[src/design/fir_q15_pkg.sv]
// Shared types, constants and functions for the Q15 FIR filter.
// Holds the half coefficient table, the 16-bit clamp and the tap control word.
// No dependencies.
package fir_q15_pkg;

	localparam int ROM_LEN    = 401;
	localparam int ROM_MID    = 200;
	localparam int COEF_IDX_W = 10;

	typedef logic [15:0] word_t;

	typedef struct packed {
		logic valid;
		logic last;
		logic live;
	} tap_ctl_t;

	localparam word_t COEF_HALF [0:ROM_MID] = '{
		16'hFFFF, 16'hFFFF, 16'h0000, 16'h0000, 16'hFFFF, 16'hFFFF, 16'h0000, 16'h0000,
		16'hFFFF, 16'hFFFF, 16'h0000, 16'h0000, 16'hFFFF, 16'hFFFF, 16'h0000, 16'h0000,
		16'h0000, 16'hFFFF, 16'hFFFF, 16'h0000, 16'h0000, 16'h0000, 16'hFFFF, 16'h0000,
		16'hFFFF, 16'hFFFF, 16'hFFFF, 16'h0000, 16'h0000, 16'hFFFF, 16'hFFFF, 16'h0000,
		16'h0000, 16'h0000, 16'hFFFF, 16'hFFFF, 16'h0000, 16'h0000, 16'hFFFF, 16'hFFFF,
		16'h0000, 16'hFFFF, 16'hFFFF, 16'h0000, 16'h0000, 16'h0000, 16'hFFFE, 16'hFFFE,
		16'h0000, 16'h0001, 16'hFFFF, 16'hFFFE, 16'hFFFF, 16'h0000, 16'h0000, 16'hFFFF,
		16'h0000, 16'h0000, 16'hFFFE, 16'hFFFE, 16'h0001, 16'h0003, 16'hFFFF, 16'hFFFB,
		16'hFFFD, 16'h0003, 16'h0004, 16'hFFFE, 16'hFFFB, 16'hFFFF, 16'h0001, 16'h0000,
		16'h0000, 16'h0002, 16'h0000, 16'hFFF9, 16'hFFFB, 16'h0007, 16'h000A, 16'hFFFC,
		16'hFFF2, 16'hFFFC, 16'h000B, 16'h0008, 16'hFFFA, 16'hFFF7, 16'h0000, 16'h0002,
		16'hFFFF, 16'h0004, 16'h0009, 16'hFFFC, 16'hFFEC, 16'hFFFA, 16'h0017, 16'h0014,
		16'hFFF0, 16'hFFE1, 16'h0000, 16'h001B, 16'h000C, 16'hFFF1, 16'hFFF4, 16'h0001,
		16'hFFFD, 16'hFFFC, 16'h0012, 16'h0016, 16'hFFEB, 16'hFFD0, 16'h0000, 16'h003B,
		16'h001F, 16'hFFD1, 16'hFFC9, 16'h000F, 16'h0033, 16'h000A, 16'hFFE7, 16'hFFF7,
		16'hFFFE, 16'hFFEA, 16'h0000, 16'h003A, 16'h0026, 16'hFFBD, 16'hFFA3, 16'h001F,
		16'h007B, 16'h001F, 16'hFF97, 16'hFFB1, 16'h0031, 16'h004A, 16'hFFFF, 16'hFFE7,
		16'h0003, 16'hFFE3, 16'hFFBF, 16'h001C, 16'h008D, 16'h002B, 16'hFF56, 16'hFF6A,
		16'h0070, 16'h00D9, 16'hFFFE, 16'hFF3B, 16'hFFA8, 16'h0065, 16'h0055, 16'hFFF2,
		16'h0008, 16'h0011, 16'hFF8E, 16'hFF78, 16'h007E, 16'h0125, 16'hFFFE, 16'hFE8E,
		16'hFF38, 16'h0122, 16'h0158, 16'hFF9E, 16'hFEBA, 16'hFFBC, 16'h00A1, 16'h0041,
		16'h0004, 16'h0076, 16'hFFFF, 16'hFEA6, 16'hFF15, 16'h0199, 16'h0242, 16'hFF3E,
		16'hFCE7, 16'hFF2E, 16'h02BB, 16'h021A, 16'hFEA8, 16'hFDDD, 16'h0000, 16'h00D2,
		16'hFFFA, 16'h00C1, 16'h01E7, 16'hFF1B, 16'hFB46, 16'hFE6F, 16'h066F, 16'h0632,
		16'hFAF3, 16'hF511, 16'h0001, 16'h0D03, 16'h0729, 16'hF55E, 16'hF28B, 16'h041A,
		16'h0FF4
	};

	// Mirror the half table; taps past the table end get zero.
	function automatic word_t coef_at(input logic [COEF_IDX_W-1:0] j);
		logic [7:0] k;
		k = '0;
		if (j > COEF_IDX_W'(ROM_LEN - 1)) begin
			return '0;
		end
		if (j <= COEF_IDX_W'(ROM_MID)) begin
			k = j[7:0];
		end else begin
			k = 8'((ROM_LEN - 1) - int'(j));
		end
		return COEF_HALF[k];
	endfunction

	// Clamp a 17-bit signed value to 16 bits.
	function automatic word_t sat16(input logic [16:0] v);
		if (v[16] != v[15]) begin
			return v[16] ? 16'h8000 : 16'h7FFF;
		end
		return v[15:0];
	endfunction

endpackage

[src/design/fir_q15_mac.sv]
// Shared Q15 multiply and saturating accumulate unit, two register stages.
// Depends on fir_q15_pkg for the tap control word and the clamp function.
module fir_q15_mac (
	input  logic                  clk,
	input  logic                  arst_n,
	input  logic                  clear,
	input  fir_q15_pkg::tap_ctl_t ctl_s1,
	input  logic [15:0]           sample_s1,
	input  logic [15:0]           coef_s1,
	output logic [15:0]           acc,
	output logic                  done
);
	import fir_q15_pkg::*;

	logic signed [15:0] mul_a;
	logic signed [31:0] prod_s2;
	tap_ctl_t           ctl_s2;
	word_t              prod_sat;
	logic [16:0]        sum;
	word_t              acc_q;
	logic               done_q;

	// Drop samples from slots not yet written since reset.
	assign mul_a = ctl_s1.live ? $signed(sample_s1) : 16'sd0;

	always_ff @(posedge clk) begin
		prod_s2 <= mul_a * $signed(coef_s1);
	end

	always_ff @(posedge clk or negedge arst_n) begin
		if (!arst_n) begin
			ctl_s2 <= '0;
		end else begin
			ctl_s2 <= ctl_s1;
		end
	end

	assign prod_sat = sat16(prod_s2[31:15]);
	assign sum      = {acc_q[15], acc_q} + {prod_sat[15], prod_sat};

	always_ff @(posedge clk or negedge arst_n) begin
		if (!arst_n) begin
			acc_q  <= '0;
			done_q <= 1'b0;
		end else begin
			done_q <= ctl_s2.valid & ctl_s2.last;
			if (clear) begin
				acc_q <= '0;
			end else if (ctl_s2.valid) begin
				acc_q <= sat16(sum);
			end
		end
	end

	assign acc  = acc_q;
	assign done = done_q;

endmodule

[config.mk]
export PLATFORM = sky130hd
export DESIGN_NAME = fir_q15_mac
export DESIGN_NICKNAME = d
export VERILOG_FILES = /design/src/design/fir_q15_pkg.sv /design/src/design/fir_q15_mac.sv
export SDC_FILE = /design/constraint.sdc
export NUM_CORES = 1
export LEC_CHECK = 0
export BUFFER_PORTS_ARGS = -buffer_cell sky130_fd_sc_hd__buf_2
export CAP_MARGIN = 10
export CORE_MARGIN = 3
export CORE_UTILIZATION = 40
export DETAILED_ROUTE_END_ITERATION = 8
export PLACE_DENSITY_LB_ADDON = 0.15
export SYNTH_ARGS = -nofsm -noshare
export SYNTH_HDL_FRONTEND = slang
export SYNTH_SLANG_ARGS = --single-unit
[constraint.sdc]
create_clock -name clk -period 8.95 [get_ports clk]
set_clock_uncertainty 0.15 [all_clocks]
set_input_delay 0.895 -clock clk [delete_from_list [all_inputs] [get_ports clk]]
set_output_delay 0.895 -clock clk [all_outputs]
set_load 0.02 [all_outputs]
After elaboration in Yosys (flattened, before gate mapping)
Cells that the tools add are included.
{"block": "word_totals", "regBits": 51, "inputBits": 38}
{"block": "classes", "n_addsub": 1, "multipliers": 1, "eq_ne": 2, "mux": 13, "bitwise_logic": 1, "reduce_logical": 1}
{"op": "16-bit 2-to-1 mux", "count": 9}
{"op": "16-bit by 16-bit multiplier with 32-bit output", "count": 1}
{"op": "16-bit by 16-bit adder with 17-bit output", "count": 1}
{"op": "1-bit 2-to-1 mux", "count": 4}
{"op": "1-bit inequality test", "count": 2}
{"op": "2-bit nonzero test", "count": 1}
{"op": "1-bit AND", "count": 1}

Depth between registers and ports, before layout
{"block": "depth", "word_depth": 11, "ltp_mapped": 26, "depth_no_buf": 23}

Least setup slack after synthesis
No wires, ideal clock.
{"block": "synth_path", "path_type": "input to register", "startpoint": "in ctl_s1[0] (netlist bit)", "endpoint": "reg prod_s2[28]", "setup_time_ns": 0.141, "t_arrival_ns": 6.625, "required_ns": 8.659, "setup_slack_ns": 2.034, "path_stages": 22, "path_buffers": 3, "cell_sequence": "clkbuf_1 -> clkbuf_1 -> and2_1 -> clkbuf_1 -> nand2_1 -> inv_1 -> fa_1 -> fa_1 -> fa_1 -> fa_1 -> fa_1 -> inv_1 -> fa_1 -> inv_1 -> ha_1 -> a21o_1 -> a21o_1 -> a21oi_1 -> inv_1 -> a31oi_1 -> and2_1 -> o311ai_0"}
{"block": "synth_between", "elab_chain_len": 2}
{"item": "start: declaration", "line_no": "fir_q15_mac.sv:7", "source": "input fir_q15_pkg::tap_ctl_t ctl_s1,"}
{"item": "16-bit 2-to-1 mux", "line_no": "fir_q15_mac.sv:24", "source": "assign mul_a = ctl_s1.live ? $signed(sample_s1) : 16'sd0;"}
{"item": "16-bit by 16-bit multiplier with 32-bit output", "line_no": "fir_q15_mac.sv:27", "source": "prod_s2 <= mul_a * $signed(coef_s1);"}
{"item": "end signal: assignment", "line_no": "fir_q15_mac.sv:27"}
{"item": "end: declaration", "line_no": "fir_q15_mac.sv:16", "source": "logic signed [31:0] prod_s2;"}
No other way between the ends.
A chain may end at the register's enable or synchronous reset.

Worst setup path after layout
Ends and elaborated chain as after synthesis.

==> run metrics <==
vias in the first global route=9619; total detailed-routing wirelength=30100 um; Initial Util=0.409; count of placed standard cells in the final layout, fillers left out=1686; instance count of the mapped netlist=1293; average cell area after synthesis=9.14 um2; worst hold path type=reg -> reg; cell class contributing the biggest share of worst-path delay=adder cells; detailed router's first-iteration violation count=553; global-route wire length before repair=49800 um; commonest register cell after synthesis=sky130_fd_sc_hd__dfrtp_1; sort of element at the end of the critical path=flip-flop; top layer used by detailed routing=met4; number of hold-slack violations in the final timing report=0; post-DP HPWL=25200 um; Final Net Count=1696; Pleak=6.74 nW; number of enable flip-flop cells after synthesis=0; standard cell area after detailed placement=0.0124 mm2; all-layer global routing usage=0.203; Worst-Margin Slew=976 ps; most frequent cells in the layout=sky130_fd_sc_hd__inv_1 (327), sky130_fd_sc_hd__fa_1 (262), sky130_fd_sc_hd__nand2_1 (135), sky130_fd_sc_hd__and3_1 (118), sky130_fd_sc_hd__ha_1 (95); number of synthesized register bits=36; critical path fanouts, max=40; drt via density=5.16; worst slew margin relative to its limit=0.347; kind of launch point of the worst setup path=input pin; summed instance area of the synthesized netlist=0.0118 mm2; post-synth cell types=61; tightest hold margin=302 ps; wl on met1=12300 um; number of buffers inserted during clock tree synthesis=5; post-route total power=4.35 mW; core footprint=0.0289 mm2; count of pins on the block boundary=55; die area=0.0317 mm2; Crit Path Category=in -> reg; number of post-CTS setup repair buffers=0; clock tree from TritonCTS=built; YS warnings=0; final core occ=0.433; cell area power density=347 mW/mm2; total count of max-transition violations in the final report=0; Root Buffer Master=sky130_fd_sc_hd__clkbuf_16; share of final-layout standard cells stronger than drive strength 1=0.0568; number of max-capacitance violations reported=0; number of vias in the routed layout=8701; DRC violations left=0; number of nets with antenna violations after detailed routing=0; ys async rst share=0.528; first drt pass iteration count=5; run status=finished, final reports clean; Detail Route met2 WL=15800 um; area growth from synthesis to final layout=5.97%; slack of the critical path=1520 ps; delay contributed by the slowest stage of the critical path=550 ps; Met3 Routed Length=1200 um; standard-cell rows=62; sequential area share after synthesis=0.0690; total of endpoints with negative setup slack in the final report=0; data required time at the worst endpoint=8980 ps; RSZ-0062 raised after global routing=false; height of the die=178 um; Peak VDD IR=382 uV; worst-case setup slack after placement=1260 ps; post-layout min period=7430 ps; clock-pin slew reported for the worst setup and hold paths after clock tree synthesis=50 ps; Post-Layout Inst Area=0.0125 mm2; drt wl/cell=17.8 um; H-tree levels=2; commonest non-fill, non-tap cell in the layout=sky130_fd_sc_hd__inv_1; port buffer count=54; Post-Synthesis Net Count=1688; antenna violations before repair=0; Data arrival, critical path=7450 ps; share of the cycle needed by the critical path after routing=0.830; hold buffer count at cts=0; ant diodes=0; cell-by-cell trace of the critical path=buf_2, buf_4, and2_1, nand2_1, fa_1, inv_1, fa_1, inv_1, fa_1, inv_1, fa_1, fa_1, fa_1, ha_1, nand2_1, o21bai_1, o2111ai_1, a21oi_1, o211ai_1, and2_1, o311ai_0; crit path max-delay cell type=sky130_fd_sc_hd__fa_1; count of placed standard cells including taps=1678; setup TNS after final layout=0 ps; f_max=135 MHz; clock sinks=36; total buffers and inverters traversed by the critical path=5; Congestion Overflow GR=0; cell type with the highest occurrence count on the critical path=sky130_fd_sc_hd__fa_1; routability congestion estimate=0.859; post_cts resized=0; die extent in x=178 um; pin count of the biggest net entering global routing=58; Clk Latency, worst-skew pair=290 ps; maximum number of buffers from clock root to sink=2
[cell families (layout without fill, tap and decap cells)]
kind of cell / after synthesis / after routing / share of synthesized area
and+or+nand+nor: 358 / 358 / 0.155
DFF: 36 / 36 / 0.0690
buffers and inverters: 382 / 391 / 0.123
xor gates and xnor gates: 33 / 33 / 0.0244
muxes: 2 / 2 / 0.00180
AOI/OAI and AO/OA: 111 / 111 / 0.0710
adders and majority gates: 371 / 371 / 0.556
[where the power goes]
part | switching [mW] | leakage, nW | internal (mW)
sequential | 0.0611 | 0.385 | 0.285
clock | 0.0672 | 0.0808 | 0.131
combinational | 2.15 | 6.28 | 1.66
[sequential cells by signal, summed over array words and instances (netlist names)]
register,cells
prod_s2,17
acc,16
ctl_s2,2
done,1
[area by class of cell]
class / instances / area [um2]
clock buffer: 6 / 129
clock inverter: 2 / 35.0
fill: 2914 / 16400
inverter: 327 / 1230
multi-input combinational: 875 / 9550
sequential: 36 / 816
tap: 384 / 480
timing repair buffer: 56 / 285
[per-layer routing]
layer,track usage,vias to the layer above
li1,-,4006
met1,0.249,4452
met2,0.376,193
met3,0.0274,50
met4,0.0468,0
met5,0,-
[final timing paths]
kind                            depth (start not counted)         from  slack (ps)           to
worst min register to register                          1    ctl_s2[1]         300         done
worst max-delay path                                   21    ctl_s1[0]        1520  prod_s2[28]
worst max register to register                         12  prod_s2[31]        5000      acc[12]
max in group asynchronous                               1       arst_n        7940      acc[13]
worst min-delay path                                    1    ctl_s2[1]         300         done
min in group asynchronous                               1       arst_n         400       acc[5]
[cell usage after synthesis (2+ instances only)]
master,number,area share
sky130_fd_sc_hd__inv_1,327,0.10
sky130_fd_sc_hd__fa_1,262,0.44
sky130_fd_sc_hd__nand2_1,135,0.043
sky130_fd_sc_hd__and3_1,118,0.062
sky130_fd_sc_hd__ha_1,95,0.10
sky130_fd_sc_hd__clkbuf_1,50,0.016
sky130_fd_sc_hd__nor2_1,34,0.011
sky130_fd_sc_hd__a21oi_1,26,0.011
sky130_fd_sc_hd__xnor2_1,25,0.019
sky130_fd_sc_hd__dfrtp_1,19,0.040
sky130_fd_sc_hd__and2_1,17,0.0090
sky130_fd_sc_hd__dfxtp_1,17,0.029
sky130_fd_sc_hd__a221o_1,15,0.013
sky130_fd_sc_hd__a21o_1,14,0.0089
sky130_fd_sc_hd__maj3_1,14,0.012
sky130_fd_sc_hd__nand2b_1,14,0.0074
sky130_fd_sc_hd__nand3_1,8,0.0034
sky130_fd_sc_hd__o21ai_0,8,0.0034
sky130_fd_sc_hd__xor2_1,8,0.0059
sky130_fd_sc_hd__nor2b_1,7,0.0037
sky130_fd_sc_hd__nand4_1,6,0.0032
sky130_fd_sc_hd__o211ai_1,6,0.0038
sky130_fd_sc_hd__o21bai_1,6,0.0038
sky130_fd_sc_hd__nor3_1,5,0.0021
sky130_fd_sc_hd__o21ai_1,4,0.0017
sky130_fd_sc_hd__a211oi_1,3,0.0019
sky130_fd_sc_hd__a311oi_1,3,0.0022
sky130_fd_sc_hd__a31oi_1,3,0.0016
sky130_fd_sc_hd__nor4_1,3,0.0016
sky130_fd_sc_hd__or4_1,3,0.0019
sky130_fd_sc_hd__a41oi_1,2,0.0015
sky130_fd_sc_hd__and4_1,2,0.0015
sky130_fd_sc_hd__buf_2,2,0.00085
sky130_fd_sc_hd__buf_6,2,0.0019
sky130_fd_sc_hd__o21a_1,2,0.0013
sky130_fd_sc_hd__o21ai_2,2,0.0015
sky130_fd_sc_hd__o311ai_1,2,0.0015
(Power assumes the default switching activity.)
