===== config.mk =====
export PLATFORM = sky130hd
export DESIGN_NAME = fir_q15_seq
export DESIGN_NICKNAME = d
export VERILOG_FILES = /design/src/design/fir_q15_pkg.sv /design/src/design/fir_q15_filter_top_note.sv
export SDC_FILE = /design/constraint.sdc
export NUM_CORES = 1
export LEC_CHECK = 0
export BUFFER_PORTS_ARGS = -buffer_cell sky130_fd_sc_hd__buf_2
export CAP_MARGIN = 20
export CORE_UTILIZATION = 30
export CTS_BUF_LIST = sky130_fd_sc_hd__clkbuf_8
export DETAILED_ROUTE_END_ITERATION = 16
export PLACE_DENSITY = 0.44
export SLEW_MARGIN = 20
export SYNTH_ARGS = -nofsm -noshare
export SYNTH_HDL_FRONTEND = slang
export SYNTH_SLANG_ARGS = --single-unit

===== constraint.sdc =====
create_clock -name clk -period 10.5 [get_ports clk]
set_input_delay 3.15 -clock clk [delete_from_list [all_inputs] [get_ports clk]]
set_output_delay 3.15 -clock clk [all_outputs]
set_load 0.005 [all_outputs]

===== src/design/fir_q15_pkg.sv =====
// Shared types, constants and functions for the Q15 FIR filter.
// Holds the half coefficient table, the 16-bit clamp and the tap control word.
// No dependencies.
package fir_q15_pkg;

	localparam int ROM_LEN    = 401;
	localparam int ROM_MID    = 200;
	localparam int COEF_IDX_W = 10;

	typedef logic [15:0] word_t;

	typedef struct packed {
		logic valid;
		logic last;
		logic live;
	} tap_ctl_t;

	localparam word_t COEF_HALF [0:ROM_MID] = '{
		16'hFFFF, 16'hFFFF, 16'h0000, 16'h0000, 16'hFFFF, 16'hFFFF, 16'h0000, 16'h0000,
		16'hFFFF, 16'hFFFF, 16'h0000, 16'h0000, 16'hFFFF, 16'hFFFF, 16'h0000, 16'h0000,
		16'h0000, 16'hFFFF, 16'hFFFF, 16'h0000, 16'h0000, 16'h0000, 16'hFFFF, 16'h0000,
		16'hFFFF, 16'hFFFF, 16'hFFFF, 16'h0000, 16'h0000, 16'hFFFF, 16'hFFFF, 16'h0000,
		16'h0000, 16'h0000, 16'hFFFF, 16'hFFFF, 16'h0000, 16'h0000, 16'hFFFF, 16'hFFFF,
		16'h0000, 16'hFFFF, 16'hFFFF, 16'h0000, 16'h0000, 16'h0000, 16'hFFFE, 16'hFFFE,
		16'h0000, 16'h0001, 16'hFFFF, 16'hFFFE, 16'hFFFF, 16'h0000, 16'h0000, 16'hFFFF,
		16'h0000, 16'h0000, 16'hFFFE, 16'hFFFE, 16'h0001, 16'h0003, 16'hFFFF, 16'hFFFB,
		16'hFFFD, 16'h0003, 16'h0004, 16'hFFFE, 16'hFFFB, 16'hFFFF, 16'h0001, 16'h0000,
		16'h0000, 16'h0002, 16'h0000, 16'hFFF9, 16'hFFFB, 16'h0007, 16'h000A, 16'hFFFC,
		16'hFFF2, 16'hFFFC, 16'h000B, 16'h0008, 16'hFFFA, 16'hFFF7, 16'h0000, 16'h0002,
		16'hFFFF, 16'h0004, 16'h0009, 16'hFFFC, 16'hFFEC, 16'hFFFA, 16'h0017, 16'h0014,
		16'hFFF0, 16'hFFE1, 16'h0000, 16'h001B, 16'h000C, 16'hFFF1, 16'hFFF4, 16'h0001,
		16'hFFFD, 16'hFFFC, 16'h0012, 16'h0016, 16'hFFEB, 16'hFFD0, 16'h0000, 16'h003B,
		16'h001F, 16'hFFD1, 16'hFFC9, 16'h000F, 16'h0033, 16'h000A, 16'hFFE7, 16'hFFF7,
		16'hFFFE, 16'hFFEA, 16'h0000, 16'h003A, 16'h0026, 16'hFFBD, 16'hFFA3, 16'h001F,
		16'h007B, 16'h001F, 16'hFF97, 16'hFFB1, 16'h0031, 16'h004A, 16'hFFFF, 16'hFFE7,
		16'h0003, 16'hFFE3, 16'hFFBF, 16'h001C, 16'h008D, 16'h002B, 16'hFF56, 16'hFF6A,
		16'h0070, 16'h00D9, 16'hFFFE, 16'hFF3B, 16'hFFA8, 16'h0065, 16'h0055, 16'hFFF2,
		16'h0008, 16'h0011, 16'hFF8E, 16'hFF78, 16'h007E, 16'h0125, 16'hFFFE, 16'hFE8E,
		16'hFF38, 16'h0122, 16'h0158, 16'hFF9E, 16'hFEBA, 16'hFFBC, 16'h00A1, 16'h0041,
		16'h0004, 16'h0076, 16'hFFFF, 16'hFEA6, 16'hFF15, 16'h0199, 16'h0242, 16'hFF3E,
		16'hFCE7, 16'hFF2E, 16'h02BB, 16'h021A, 16'hFEA8, 16'hFDDD, 16'h0000, 16'h00D2,
		16'hFFFA, 16'h00C1, 16'h01E7, 16'hFF1B, 16'hFB46, 16'hFE6F, 16'h066F, 16'h0632,
		16'hFAF3, 16'hF511, 16'h0001, 16'h0D03, 16'h0729, 16'hF55E, 16'hF28B, 16'h041A,
		16'h0FF4
	};

	// Mirror the half table; taps past the table end get zero.
	function automatic word_t coef_at(input logic [COEF_IDX_W-1:0] j);
		logic [7:0] k;
		k = '0;
		if (j > COEF_IDX_W'(ROM_LEN - 1)) begin
			return '0;
		end
		if (j <= COEF_IDX_W'(ROM_MID)) begin
			k = j[7:0];
		end else begin
			k = 8'((ROM_LEN - 1) - int'(j));
		end
		return COEF_HALF[k];
	endfunction

	// Clamp a 17-bit signed value to 16 bits.
	function automatic word_t sat16(input logic [16:0] v);
		if (v[16] != v[15]) begin
			return v[16] ? 16'h8000 : 16'h7FFF;
		end
		return v[15:0];
	endfunction

endpackage


===== src/design/fir_q15_filter_top_note.sv =====
// Tap sequencer for the Q15 FIR filter: walks the delay line and coefficient table.
// Depends on fir_q15_pkg for the coefficient function and the tap control word.
module fir_q15_seq #(
	parameter int TAPS = 401,
	parameter int AW   = 9
) (
	input  logic                  clk,
	input  logic                  arst_n,
	input  logic                  start,
	input  logic [AW-1:0]         start_ptr,
	input  logic [AW:0]           fill,
	output logic                  busy,
	output logic                  last_issued,
	output logic [AW-1:0]         rd_addr,
	output logic                  rd_en,
	output fir_q15_pkg::tap_ctl_t ctl_s1,
	output logic [15:0]           coef_s1
);
	import fir_q15_pkg::*;

	logic [AW-1:0] tap_q;
	logic [AW-1:0] rd_ptr_q;
	logic          run_q;
	tap_ctl_t      ctl_q;
	word_t         coef_q;
	logic          last_tap;

	assign last_tap = (tap_q == AW'(TAPS - 1));

	always_ff @(posedge clk or negedge arst_n) begin
		if (!arst_n) begin
			run_q    <= 1'b0;
			tap_q    <= '0;
			rd_ptr_q <= '0;
			ctl_q    <= '0;
		end else begin
			ctl_q <= '0;
			if (start) begin
				run_q    <= 1'b1;
				tap_q    <= '0;
				rd_ptr_q <= start_ptr;
			end else if (run_q) begin
				ctl_q.valid <= 1'b1;
				ctl_q.last  <= last_tap;
				ctl_q.live  <= ({1'b0, tap_q} < fill);
				rd_ptr_q    <= (rd_ptr_q == AW'(TAPS - 1)) ? '0 : rd_ptr_q + AW'(1);
				if (last_tap) begin
					run_q <= 1'b0;
				end else begin
					tap_q <= tap_q + AW'(1);
				end
			end
		end
	end

	always_ff @(posedge clk) begin
		if (run_q) begin
			coef_q <= coef_at(COEF_IDX_W'(tap_q));
		end
	end

	assign busy        = run_q;
	assign last_issued = run_q & last_tap;
	assign rd_addr     = rd_ptr_q;
	assign rd_en       = run_q;
	assign ctl_s1      = ctl_q;
	assign coef_s1     = coef_q;

`ifndef SYNTHESIS
	a_tap_range: assert property (@(posedge clk) disable iff (!arst_n)
		(tap_q <= AW'(TAPS - 1)) && (rd_ptr_q <= AW'(TAPS - 1)))
		else $error("tap or read pointer out of range");
	a_last_ends_run: assert property (@(posedge clk) disable iff (!arst_n)
		(run_q && last_tap && !start) |=> !run_q && ctl_q.valid && ctl_q.last)
		else $error("run did not end on last tap");
	a_start_idle: assert property (@(posedge clk) disable iff (!arst_n)
		start |-> !run_q)
		else $error("start while taps still issuing");
`endif

endmodule

# Word-level counts from Yosys, hierarchy flattened
# Memories as Yosys holds them, arrays and structs flattened.
# Cells that the tools add are included.
# classes
n_lt_le_gt_ge	4
eq_ne	3
n_mux	20
addsub	3
bitwise	2
n_reduce_logical	2
# op_table
op	count
$mux W16	4
$mux W9	6
$mux W8	3
$add A9 B1 Y9 const B	2
$eq A9 B9 Y1 const B	2
$lt A9 B10 Y1	1
$ge A9 B9 Y1 const B	1
$gt A9 B9 Y1 const B	1
$le A9 B8 Y1 const B	1
$not A8 Y9	1
$sub A8 B8 Y8 const A	1
$mux W3	2
$mux W1	5
$ne A2 B2 Y1 const B	1
$reduce_and A2 Y1	1
$reduce_bool A2 Y1	1
$and A1 B1 Y1	1
# word_totals
output_inout_bits	31
memories	1
wordCells	42
ff_bits	38
romBits	4096
# memory_table
memory	depth	word_bits	rd	rd_ports_with_merged_regs	wr	line	rtl
(no name shown)	256	16	1	0	0	fir_q15_pkg.sv:59	return COEF_HALF[k];

# Depth between registers and ports, before layout
# depth
depth_word	10
ltp_mapped	15

# Worst setup path before layout
# No wires, ideal clock.
# synth_timing
path_kind	flip-flop to output port
from	register tap_q[0]
to	output port last_issued
path_slack_ns	5.261
arrival_ns	2.089
stages_incl_launch_ff	8
path_cell_list	dfrtp_1 clkinv_1 clkbuf_1 ha_1 or3b_4 nor4_1 nand2_1 nor2_1
# synth_between
elab_chain_len	2
# synth_lines
element	line	rtl
start, declared	fir_q15_filter_top_note.sv:21	logic [AW-1:0] tap_q;
start signal, assigned	fir_q15_filter_top_note.sv:50	tap_q <= tap_q + AW'(1);
$eq A9 B9 Y1	fir_q15_filter_top_note.sv:28	assign last_tap = (tap_q == AW'(TAPS - 1));
$and A1 B1 Y1	fir_q15_filter_top_note.sv:63	assign last_issued = run_q & last_tap;
end, declared	fir_q15_filter_top_note.sv:13	output logic last_issued,
# Every way passes these cells.

# Final worst setup path
# Ends and elaborated chain as after synthesis.

==> impl_results.md <==
- Status: finished, final reports clean
- Post-Synth Adder-Cell Area: between 3 and 4%
- Hold depth: 2
- FF-to-FF path depth: 12
- Synth Area in XOR/XNOR: 2.03%
- Crit path DAT: around 3 ns
- Hold Slack: 0.587 ns
- Largest family of logic cells by synthesized area: compound AO/OA/AOI/OAI gates
- Gr usage total: approximately a quarter
- Simple-Gate Fraction of Synth Area: 24.5%
- Setup tns final: 0 ns
- Layout Skew: 0.0156 ns
- Layout cell share with drive strength beyond 1: 15.7%
- Area of the multi-input gates: 3400 µm²
- Synth top area share: 11.6%
- Hold buffer count at CTS: 0
- Deepest clock path buffer count: 2
- WP data required: 7.35 ns
- Crit Path Max Fanout: 44
- Measured slew at the worst slew-check pin: 1.13 ns
- Worst slew margin: between 20% and 30%
- CTS resizes: 0
- Final ANT Viol Nets: 0
- Cell with the most instances after synthesis: nand2_1
- Yosys top cell by area: dfrtp_1
- Distinct cell type count after synthesis: 87
- CP Class: flop to primary output
- Dpl hpwl: between 10000 and 15000 µm
- Crit-path max cell delay: 0.70 ns
- P&R area growth vs syn: 9.41%
- Antenna diodes: 0
- Clk_lat worst skew: 0.32 ns
- Mapped cell area: 4750 µm²
- Largest net degree at the start of global routing: a little under 50
- Post-synth EDFFs: 13
- Fin crit period: 6.07 ns
- Pwr per Cell Area: about 92 nW/µm²
- Vias per cell: ~6.4
- DRC marker count from the first detailed-route iteration: 909
- Final count of negative-setup-slack endpoints: 0
- Clk slew on worst S/H paths: ~0.09 ns
- Levels on crit path: 8
- Top cells by area, synth: dfrtp_1 12%, edfxtp_1 8.2%, a21oi_1 5.8%
- Final GP Congestion: ~0.96
- Buf/Inv on CP: 3
- Filler cells: 1655
- Setup crit start kind: flop
- DRC: 0
- Ys flop type: dfrtp_1
- Mapped Cells: 658
- Area after DPL: 5070 µm²
- Lkg Pwr: 1.93 nW
- Final hold vios: 0
- Initial antenna violation count: 0
- Number of buffers created by CTS: 5
- Root buffer cell: clkbuf_8
- Final period utilization: 57.8%
- Core area: 15300 µm²
- Die Wd: 128 µm
- Worst Hold Class: flop to flop
- Syn_nets: 694
- CTS tree: built
- CTS H-tree lvls: 2
- CP endpoint kind: primary output
- Die Area: 16300 µm²
- Post-route cell area: 5190 µm²
- Post-synthesis mux area share: less than 1%
- Number of port buffers: 52
- Max VDD drop: 0.0410 mV
- Final Slew Violations: 0
- Most instantiated cells after synthesis: 65 x nand2_1, 60 x nor2_1, 55 x a21oi_1
- Max-cap violations: 0
- WL/cell: about 22 µm
- Postcts setup bufs: 0
- Fmax: roughly 160 MHz
- Final wirelength: 19700 µm
- Total power: 0.000478 W
- Vias in the first global route: approximately 5300
- Die Ht: roughly 130 µm
- Row cnt: 45
- Grt ovf: 0
- First-pass GRT wire length: 30500 µm
- Worst-path cell chain: buf_4 -> clkinv_1 -> ha_1 -> or3b_4 -> nor4_1 -> nand2_1 -> nor2_1 -> buf_2
- Critical path's top delay family: buffers and inverters
- Nets: 704
- Synth Area in Compound Gates: 40.7%
- Fraction of registers with async set or reset after synthesis: 62.9%
- Reg area: between 900 and 1000 µm²
- Drt first pass iters: 6
- Vias: roughly 5700
- Mean Syn Cell Area: slightly above 7 µm²
- IO Pins: 53
- Synth warnings: 0
- Crit-path slowest cell: clkinv_1
- RSZ-0062 raised after global routing: false
- Initial Utilization: 31.0%
- Sink Count: 35
- Seq cells post-synth: 35
- Sequential share of the synthesized area: 19.8%
-- per-layer routing --
| layer | up-vias | track usage, % | wire, µm |
|---|---|---|---|
| met5 | - | 0 | 0 |
| met4 | 0 | 12.8 | 918 |
| met3 | 72 | 5.80 | 2210 |
| met2 | 400 | 35.2 | 8270 |
| met1 | 2649 | 32.7 | 8330 |
| li1 | 2548 | - | - |
-- final cells by class --
cell class | instances | area share (%)
multi-input cells | 534 | 65.5
inverters | 24 | 1.73
clock inverters | 3 | 0.915
clock buffers | 5 | 1.32
well taps | 211 | 5.08
flip-flops and latches | 35 | 18.1
repair buffers | 68 | 7.32
-- worst reg2reg max path: cells and delay by family, from the launching register on --
kind                       cells  cell delay (ns)
AOI/OAI and AO/OA              4             1.39
adders and majority gates      1             0.25
buffers and inverters          3             1.06
DFF                            1             0.36
and+or+nand+nor                4             1.95
-- flip-flops by register name, summed over array words and instances, names as in the netlist --
signal	cells
coef_s1	13
rd_addr	9
tap_q	9
ctl_s1	3
busy	1
-- power by group --
group	switching, W	internal, W
Sequential	0.00000923	0.000154
Clock	0.0000590	0.0000720
Combinational	0.000123	0.0000604
-- metrics by stage --
stage	setup WS [ns]	instances	utilization, %
global route	4.31	880	33.9
global placement	4.84	872	33.1
finish	4.43	880	33.9
detailed placement	4.85	872	33.1
floorplan	5.26	658	-
CTS	4.49	880	33.9
-- logic make-up (layout without fill, tap and decap cells) --
group           count (synthesis)  in the layout
compound gates                274            274
simple gates                  233            233
xor+xnor                       11             11
buf+inv                        89            100
mux                             2              2
flops                          35             35
fa+ha+maj                      14             14
-- cell usage in the layout, fill, tap and decap left out, types with 4 or more instances in the layout --
cell	instances
a21oi_1	55
o211ai_1	17
a211oi_1	16
o21ai_1	8
a2111oi_0	6
nand3_1	16
nor3b_1	4
o31ai_1	15
a22oi_1	4
a21o_1	10
nand2b_1	8
nand2_1	65
clkbuf_8	5
o22ai_1	7
nor4_1	7
nor2b_1	4
and3_1	7
buf_2	52
a221oi_1	5
dfrtp_1	22
or3_1	5
a311oi_1	7
buf_4	16
a31oi_1	11
a32oi_1	6
nand4_1	4
xnor2_1	7
o21a_1	6
nor3_1	27
inv_1	23
xor2_1	4
ha_1	14
o311ai_0	6
edfxtp_1	13
o21ai_0	44
o31a_1	4
nor2_1	60
-- final timing paths --
path	start	to	slack [ns]
max	tap_q[0]$_DFFE_PN0P_	last_issued	4.43
min	rd_addr[4]$_DFFE_PN0P_	rd_addr[4]$_DFFE_PN0P_	0.59
max reg2reg	tap_q[0]$_DFFE_PN0P_	coef_s1[1]$_SDFFCE_PN0P_	5.18
min reg2reg	rd_addr[4]$_DFFE_PN0P_	rd_addr[4]$_DFFE_PN0P_	0.59
max in group asynchronous	arst_n	tap_q[0]$_DFFE_PN0P_	7.35
min in group asynchronous	arst_n	tap_q[7]$_DFFE_PN0P_	2.80
Power figures use the tool's default switching activity.
